`config.mk`:
```
export PLATFORM = sky130hd
export DESIGN_NAME = sdtp_back
export DESIGN_NICKNAME = d
export VERILOG_FILES = /design/src/rtl/core/sdtp_pkg.sv /design/src/rtl/core/sdtp_back.sv
export SDC_FILE = /design/constraint.sdc
export NUM_CORES = 2
export LEC_CHECK = 0
export CAP_MARGIN = 20
export CORE_MARGIN = 10
export CORE_UTILIZATION = 35
export CTS_BUF_LIST = sky130_fd_sc_hd__clkbuf_16
export CTS_CLUSTER_SIZE = 40
export DETAILED_ROUTE_END_ITERATION = 16
export DONT_BUFFER_PORTS = 1
export SLEW_MARGIN = 20
export SYNTH_ARGS = -nofsm -noshare
export SYNTH_HDL_FRONTEND = slang
export SYNTH_SLANG_ARGS = --single-unit
```
`constraint.sdc`:
```
create_clock -name clock -period 10.5 [get_ports clock]
set_clock_uncertainty 0.05 [all_clocks]
set_input_delay 1.05 -clock clock [delete_from_list [all_inputs] [get_ports clock]]
set_output_delay 1.05 -clock clock [all_outputs]
set_load 0.01 [all_outputs]
```
`src/rtl/core/sdtp_pkg.sv`:
```
// Shared types and constants for the two-pass standard deviation block.
package sdtp_pkg;

   localparam int MAX_SAMPLES_DEFAULT = 256;
   localparam int SAMPLE_BITS_DEFAULT = 24;
   localparam int DEV_W  = 24;
   localparam int MEAN_W = 24;
   localparam int SQ_W   = 56;
   localparam int TOT_W  = 9;
   localparam int STAT_W = 2;

   typedef enum logic [1:0] {
      STAT_OK       = 2'd0,
      STAT_EMPTY    = 2'd1,
      STAT_ONE_SAMP = 2'd2,
      STAT_OVERFLOW = 2'd3
   } status_type;

   typedef enum logic [2:0] {
      BK_IDLE,
      BK_MEAN,
      BK_SQ_RD,
      BK_SQ_ACC,
      BK_DIV,
      BK_SQRT,
      BK_DONE
   } back_state_type;

endpackage

```
`src/rtl/core/sdtp_back.sv`:
```
// Back part: mean, squared-deviation pass, divide and square root.
module sdtp_back #(
   parameter int MAX_SAMPLES = sdtp_pkg::MAX_SAMPLES_DEFAULT,
   parameter int SAMPLE_BITS = sdtp_pkg::SAMPLE_BITS_DEFAULT,
   parameter int CNT_W = $clog2(MAX_SAMPLES + 1),
   parameter int ADR_W = (MAX_SAMPLES > 1) ? $clog2(MAX_SAMPLES) : 1,
   parameter int SUM_W = SAMPLE_BITS + CNT_W
) (
   input  logic                   clock,
   input  logic                   reset,
   input  logic                   pop_mode,
   input  logic                   job_valid,
   output logic                   job_ready,
   input  logic [CNT_W-1:0]       job_count,
   input  logic [SUM_W-1:0]       job_sum,
   input  logic                   job_ovf,
   output logic [ADR_W-1:0]       rd_addr,
   input  logic [SAMPLE_BITS-1:0] rd_data,
   output logic                   out_valid,
   input  logic                   out_ready,
   output logic [23:0]            out_dev,
   output logic [23:0]            out_mean,
   output logic [55:0]            out_sq,
   output logic [8:0]             out_total,
   output logic [1:0]             out_status
);

   localparam int SQ_W = sdtp_pkg::SQ_W;
   localparam int PW   = 2 * SAMPLE_BITS;
   localparam int DW   = SQ_W;

   sdtp_pkg::back_state_type st_ff, st_in;

   logic [CNT_W-1:0]       idx_ff;
   logic                   ph_ff;
   logic [SUM_W-1:0]       rem_ff;
   logic [SUM_W-1:0]       q_ff;
   logic [6:0]             step_ff;
   logic [SAMPLE_BITS-1:0] mean_ff;
   logic [PW-1:0]          prod_ff;
   logic [SQ_W-1:0]        sq_ff;
   logic [DW-1:0]          dq_ff, drem_ff;
   logic [CNT_W-1:0]       div_ff;
   logic [SQ_W-1:0]        rt_ff, rv_ff;
   logic [SQ_W+1:0]        rrem_ff;
   logic                   ov_ff, ovalid_ff;
   logic [23:0]            dev_ff, mean_o_ff;
   logic [55:0]            sq_o_ff;
   logic [8:0]             tot_ff;
   logic [1:0]             stat_ff;

   logic [SAMPLE_BITS-1:0] d;
   logic [SUM_W:0]         rsh;
   logic [DW:0]            dsh;
   logic [SQ_W+1:0]        trial;
   logic [SQ_W+1:0]        rrsh;
   logic [SQ_W:0]          sqsum;
   logic                   finish;

   assign out_valid  = ovalid_ff;
   assign out_dev    = dev_ff;
   assign out_mean   = mean_o_ff;
   assign out_sq     = sq_o_ff;
   assign out_total  = tot_ff;
   assign out_status = stat_ff;
   assign rd_addr    = idx_ff[ADR_W-1:0];
   assign finish     = (st_ff == sdtp_pkg::BK_DONE) && (!ovalid_ff || out_ready);
   assign job_ready  = (st_ff == sdtp_pkg::BK_IDLE) || finish;

   assign d     = (rd_data >= mean_ff) ? rd_data - mean_ff : mean_ff - rd_data;
   assign rsh   = {rem_ff, job_sum[SUM_W-1-step_ff[5:0]]};
   assign dsh   = {drem_ff, dq_ff[DW-1]};
   assign rrsh  = {rrem_ff[SQ_W-1:0], rv_ff[SQ_W-1 -: 2]};
   assign trial = {rt_ff, 2'b01};
   assign sqsum = {1'b0, sq_ff} + (SQ_W+1)'(prod_ff);

   // next state
   always_comb begin
      st_in = st_ff;
      unique case (st_ff)
         sdtp_pkg::BK_IDLE:   if (job_valid) st_in = sdtp_pkg::BK_MEAN;
         sdtp_pkg::BK_MEAN:   if (step_ff == 7'(SUM_W - 1)) st_in = sdtp_pkg::BK_SQ_RD;
         sdtp_pkg::BK_SQ_RD:  if (idx_ff == job_count) st_in = sdtp_pkg::BK_DIV;
                              else if (ph_ff) st_in = sdtp_pkg::BK_SQ_ACC;
         sdtp_pkg::BK_SQ_ACC: st_in = sdtp_pkg::BK_SQ_RD;
         sdtp_pkg::BK_DIV:    if (step_ff == 7'(DW - 1)) st_in = sdtp_pkg::BK_SQRT;
         sdtp_pkg::BK_SQRT:   if (step_ff == 7'(SQ_W/2 - 1)) st_in = sdtp_pkg::BK_DONE;
         sdtp_pkg::BK_DONE:   if (finish) st_in = job_valid ? sdtp_pkg::BK_MEAN
                                                           : sdtp_pkg::BK_IDLE;
         default:             st_in = sdtp_pkg::BK_IDLE;
      endcase
   end

   always_ff @(posedge clock) begin
      if (reset) begin
         st_ff     <= sdtp_pkg::BK_IDLE;
         ovalid_ff <= 1'b0;
      end else begin
         st_ff <= st_in;
         if (finish) ovalid_ff <= 1'b1;
         else if (out_ready) ovalid_ff <= 1'b0;
      end
   end

   // datapath per state
   always_ff @(posedge clock) begin
      unique case (st_ff)
         sdtp_pkg::BK_IDLE, sdtp_pkg::BK_DONE: begin
            step_ff <= '0;
            rem_ff  <= '0;
            q_ff    <= '0;
            idx_ff  <= '0;
            ph_ff   <= 1'b0;
            // hold the sum while a finished result waits for capture
            if (st_ff == sdtp_pkg::BK_IDLE || finish) sq_ff <= '0;
            ov_ff   <= job_ovf;
         end
         // restoring divide of sum by count, one bit a cycle
         sdtp_pkg::BK_MEAN: begin
            if (job_count != '0 && rsh >= (SUM_W+1)'(job_count)) begin
               rem_ff <= SUM_W'(rsh - (SUM_W+1)'(job_count));
               q_ff   <= {q_ff[SUM_W-2:0], 1'b1};
            end else begin
               rem_ff <= rsh[SUM_W-1:0];
               q_ff   <= {q_ff[SUM_W-2:0], 1'b0};
            end
            step_ff <= (step_ff == 7'(SUM_W - 1)) ? 7'd0 : step_ff + 7'd1;
         end
         // read address issued, then data arrives in the next cycle
         sdtp_pkg::BK_SQ_RD: begin
            if (step_ff == 7'd0) mean_ff <= SAMPLE_BITS'(q_ff);
            if (idx_ff == job_count) begin
               step_ff <= '0;
               dq_ff   <= DW'(sq_ff);
               drem_ff <= '0;
               div_ff  <= pop_mode ? job_count : job_count - CNT_W'(1);
            end else if (ph_ff) begin
               step_ff <= 7'd1;
               prod_ff <= PW'(d) * PW'(d);
            end else begin
               step_ff <= 7'd1;
               ph_ff   <= 1'b1;
            end
         end
         sdtp_pkg::BK_SQ_ACC: begin
            sq_ff  <= sqsum[SQ_W] ? '1 : sqsum[SQ_W-1:0];
            idx_ff <= idx_ff + CNT_W'(1);
            ph_ff  <= 1'b0;
         end
         sdtp_pkg::BK_DIV: begin
            if (div_ff != '0 && dsh >= (DW+1)'(div_ff)) begin
               drem_ff <= DW'(dsh - (DW+1)'(div_ff));
               dq_ff   <= {dq_ff[DW-2:0], 1'b1};
            end else begin
               drem_ff <= dsh[DW-1:0];
               dq_ff   <= {dq_ff[DW-2:0], 1'b0};
            end
            if (step_ff == 7'(DW - 1)) begin
               step_ff <= '0;
               rt_ff   <= '0;
               rrem_ff <= '0;
            end else begin
               step_ff <= step_ff + 7'd1;
            end
         end
         // digit-by-digit square root, two bits a cycle
         sdtp_pkg::BK_SQRT: begin
            if (step_ff == 7'd0) begin
               rv_ff   <= {dq_ff[SQ_W-3:0], 2'b00};
               rrem_ff <= (dq_ff[SQ_W-1 -: 2] != 2'b00)
                          ? (SQ_W+2)'(dq_ff[SQ_W-1 -: 2]) - (SQ_W+2)'(1) : '0;
               rt_ff   <= (dq_ff[SQ_W-1 -: 2] != 2'b00) ? SQ_W'(1) : '0;
            end else begin
               rv_ff <= {rv_ff[SQ_W-3:0], 2'b00};
               if (rrsh >= trial) begin
                  rrem_ff <= rrsh - trial;
                  rt_ff   <= {rt_ff[SQ_W-2:0], 1'b1};
               end else begin
                  rrem_ff <= rrsh;
                  rt_ff   <= {rt_ff[SQ_W-2:0], 1'b0};
               end
            end
            step_ff <= step_ff + 7'd1;
         end
         default: ;
      endcase
      // capture result
      if (finish) begin
         tot_ff <= 9'(job_count);
         if (job_count == '0) begin
            dev_ff <= '0; sq_o_ff <= '0; mean_o_ff <= '0;
            stat_ff <= sdtp_pkg::STAT_EMPTY;
         end else if (div_ff == '0) begin
            dev_ff <= '0; sq_o_ff <= '0;
            mean_o_ff <= 24'(mean_ff);
            stat_ff <= sdtp_pkg::STAT_ONE_SAMP;
         end else begin
            mean_o_ff <= 24'(mean_ff);
            dev_ff  <= (rt_ff > SQ_W'(24'hFFFFFF)) ? 24'hFFFFFF : rt_ff[23:0];
            sq_o_ff <= 56'(sq_ff);
            stat_ff <= ov_ff ? sdtp_pkg::STAT_OVERFLOW : sdtp_pkg::STAT_OK;
         end
      end
   end

endmodule

```
==> impl_results.md <==
* Placed Cells at ~7200
* Initial drt markers at 2477
* Status: complete, no violations
* Post-synth EDFFs at slightly above 600
* Setup CP Type: reg -> reg
* Fin. max-slew vios at 0
* Placed wire-length estimate at around 110000 um
* Worst-Margin Slew at roughly 1.1 ns
* First-pass GRT wire length at between 200000 and 250000 um
* Gr usage total at 0.170
* Sequential cell area at 18200 um^2
* Fin cells at approximately 7400
* WL final at around 140000 um
* Register bit total from synthesis at around 610
* Area grow syn2layout at 11.8%
* Die H at approximately 400 um
* Min cycle time layout at roughly 10 ns
* Syn Nets at 6137
* Critical path peak fanout at 17
* Unrepaired setup endpoints after global routing: false
* Worst Path Required at between 10 and 15 ns
* Starting density of the core at 0.352
* Terminus of the critical flop-to-flop path: prod_ff[45]
* Worst min-delay path class: reg -> reg
* Slack of the critical path at between 0.4 and 0.5 ns
* CP dominant cell by count: fa_1
* CTS clock-pin slew for the worst setup and hold paths at around 0.06 ns
* Total CTS buffers at 74
* Routed WL per cell at ~19 um
* CP max-delay cell: fa_1
* CTS tree: done
* DIE WIDTH at 402 um
* # IOs at 197
* Postcts setup bufs at 0
* Core area at about 150000 um^2
* # nets final at approximately 6200
* Routability cong. at a little over 0.9
* DRT Pass-1 Iters at 5
* Final Hold Fails at 0
* Most frequent cell after synthesis: inv_1
* Count of cell types in the netlist at slightly above 80
* Synth area leader: edfxtp_1
* Mapped Avg Cell Area at roughly 9.7 um^2
* Post-CTS Hold Buffers at 0
* Clk sink count at between 600 and 700
* Fmax at 0.0996 GHz
* Drt via density at between 5 and 6
* Total gr overflow at 0
* Max-Cap Viols at 0
* Netlist Area Pre-Place at just over 50000 um^2
* Critical Path Sink Type: flop
* Rows at 140
* Worst hold path depth at 0
* Dominant synthesized flop cell: edfxtp_1
* Max clock buf depth at 3
* Clock Tree Root: clkbuf_16
* Die area at around 160000 um^2
* Max incr delay on CP at around 0.55 ns
* Relative slew slack at 0.259
* Htree depth at 3
* Dpl ws at -0.108 ns
* Crit path DAT at 10.39 ns
* Final period util at 0.956
* Synth cell count leaders: inv_1 (767), nand2_1 (719), edfxtp_1 (604)
* DR vias at between 30000 and 40000
* Final Setup Violations at 0
* Hold Startpoint: q_ff[23]
* Synth top area cells: edfxtp_1 (35%), fa_1 (17%), ha_1 (8.5%)
* Post-route setup TNS at 0 ns
* Largest net degree at the start of global routing at about 120
* Sequential area share after synthesis at 0.356
* # DRC at 0
* Worst R2R Path Depth at 37
* RR Startpoint: mean_ff[1]
* Fill cell count at roughly 14000
* Vias in the first global route at ~38000
* Startpoint Class: flop
* Post-route ant nets at 0
* Hold Slack at 0.375 ns
* Worst skew pair latency at between 0.6 and 0.7 ns
* Yosys top cell area share at 0.355
* Synth Instances at 5281
* R2R Setup Slk at 0.46 ns
* Asr flop ratio synth at 0
* Area of the multi-input gates at approximately 30000 um^2
* I/O Buffers at 0
* Share of layout cells above drive strength 1 at 0.0796
* Min-Delay Endpoint: mean_ff[23]
* Initial antenna violation count at 4
* Synth warn at 0
[flip-flops by register name, summed over array words and instances, names as in the netlist, 47 cells and up]
register	count
drem_ff	56
rv_ff	54
dq_ff	56
rt_ff	56
rrem_ff	56
sq_ff	56
out_sq	56
prod_ff	47
[stage by stage]
step,cell area [um^2],util
2_1_floorplan,51100,-
4_1_cts,57200,0.393
6_report,57200,0.393
5_1_grt,57200,0.393
3_5_place_dp,54800,0.377
3_3_place_gp,54800,0.377
[kinds of logic after synthesis]
group / Yosys count / share of synthesized area
AND/OR/NAND/NOR: 1745 / 0.154
buffers and inverters: 995 / 0.0742
AO/OA/AOI/OAI: 870 / 0.108
adder cells (fa/ha/maj): 785 / 0.256
flip-flops: 608 / 0.356
XOR/XNOR: 239 / 0.0411
multiplexers: 39 / 0.0103
[placed cells by master (no fill, tap or decap), types with 127 or more instances in the layout]
master | netlist | layout
a21oi_1 | 316 | 316
edfxtp_1 | 604 | 604
ha_1 | 347 | 347
o21ai_0 | 128 | 127
buf_4 | 10 | 247
nand2_1 | 719 | 715
xnor2_1 | 135 | 131
fa_1 | 437 | 437
nor2_1 | 505 | 499
inv_1 | 767 | 777
[per-layer routing]
layer	up-vias	global-route usage	share of wire
li1	18000	-	-
met1	18300	0.223	0.43
met2	1073	0.276	0.46
met3	207	0.0440	0.079
met4	2	0.0459	0.026
met5	-	0	0.000050
[area by class of cell]
| class | count | share of cell area |
|---|---|---|
| multi-input cells | 3678 | 0.512 |
| flip-flops and latches | 608 | 0.319 |
| inverters | 776 | 0.0509 |
| well taps | 1917 | 0.0419 |
| repair buffers | 254 | 0.0349 |
| clock buffers | 75 | 0.0328 |
| clock inverters | 60 | 0.00871 |
| diodes | 1 | 0.0000438 |
[worst max-delay path: cells and delay by family (launching register included)]
| family | cells | cell delay (ns) |
|---|---|---|
| adder cells (fa/ha/maj) | 9 | 4.39 |
| AO/OA/AOI/OAI | 12 | 2.43 |
| AND/OR/NAND/NOR | 6 | 1.24 |
| buffers and inverters | 8 | 0.85 |
| flip-flops | 1 | 0.50 |
| XOR/XNOR | 2 | 0.33 |
[worst max path at each step]
stage,slack [ns],start,to,cells past startpoint
after floorplan,0.05,rd_data[0],prod_ff[45],40
after global placement,-0.006,rd_data[0],prod_ff[45],41
after detailed placement,-0.11,rd_data[0],prod_ff[45],39
after CTS,0.47,mean_ff[1],prod_ff[45],36
after global routing,0.004,mean_ff[0],prod_ff[45],36
final,0.46,mean_ff[1],prod_ff[45],37
[repair_timing]
item,4_1_cts,5_1_grt
gates resized for setup,0,3
hold endpoints to repair,0,0
endpoints found under the setup margin,0,4
Power is not shown: default switching activity piles up to over one toggle a cycle in this logic, so the estimate is an artifact.
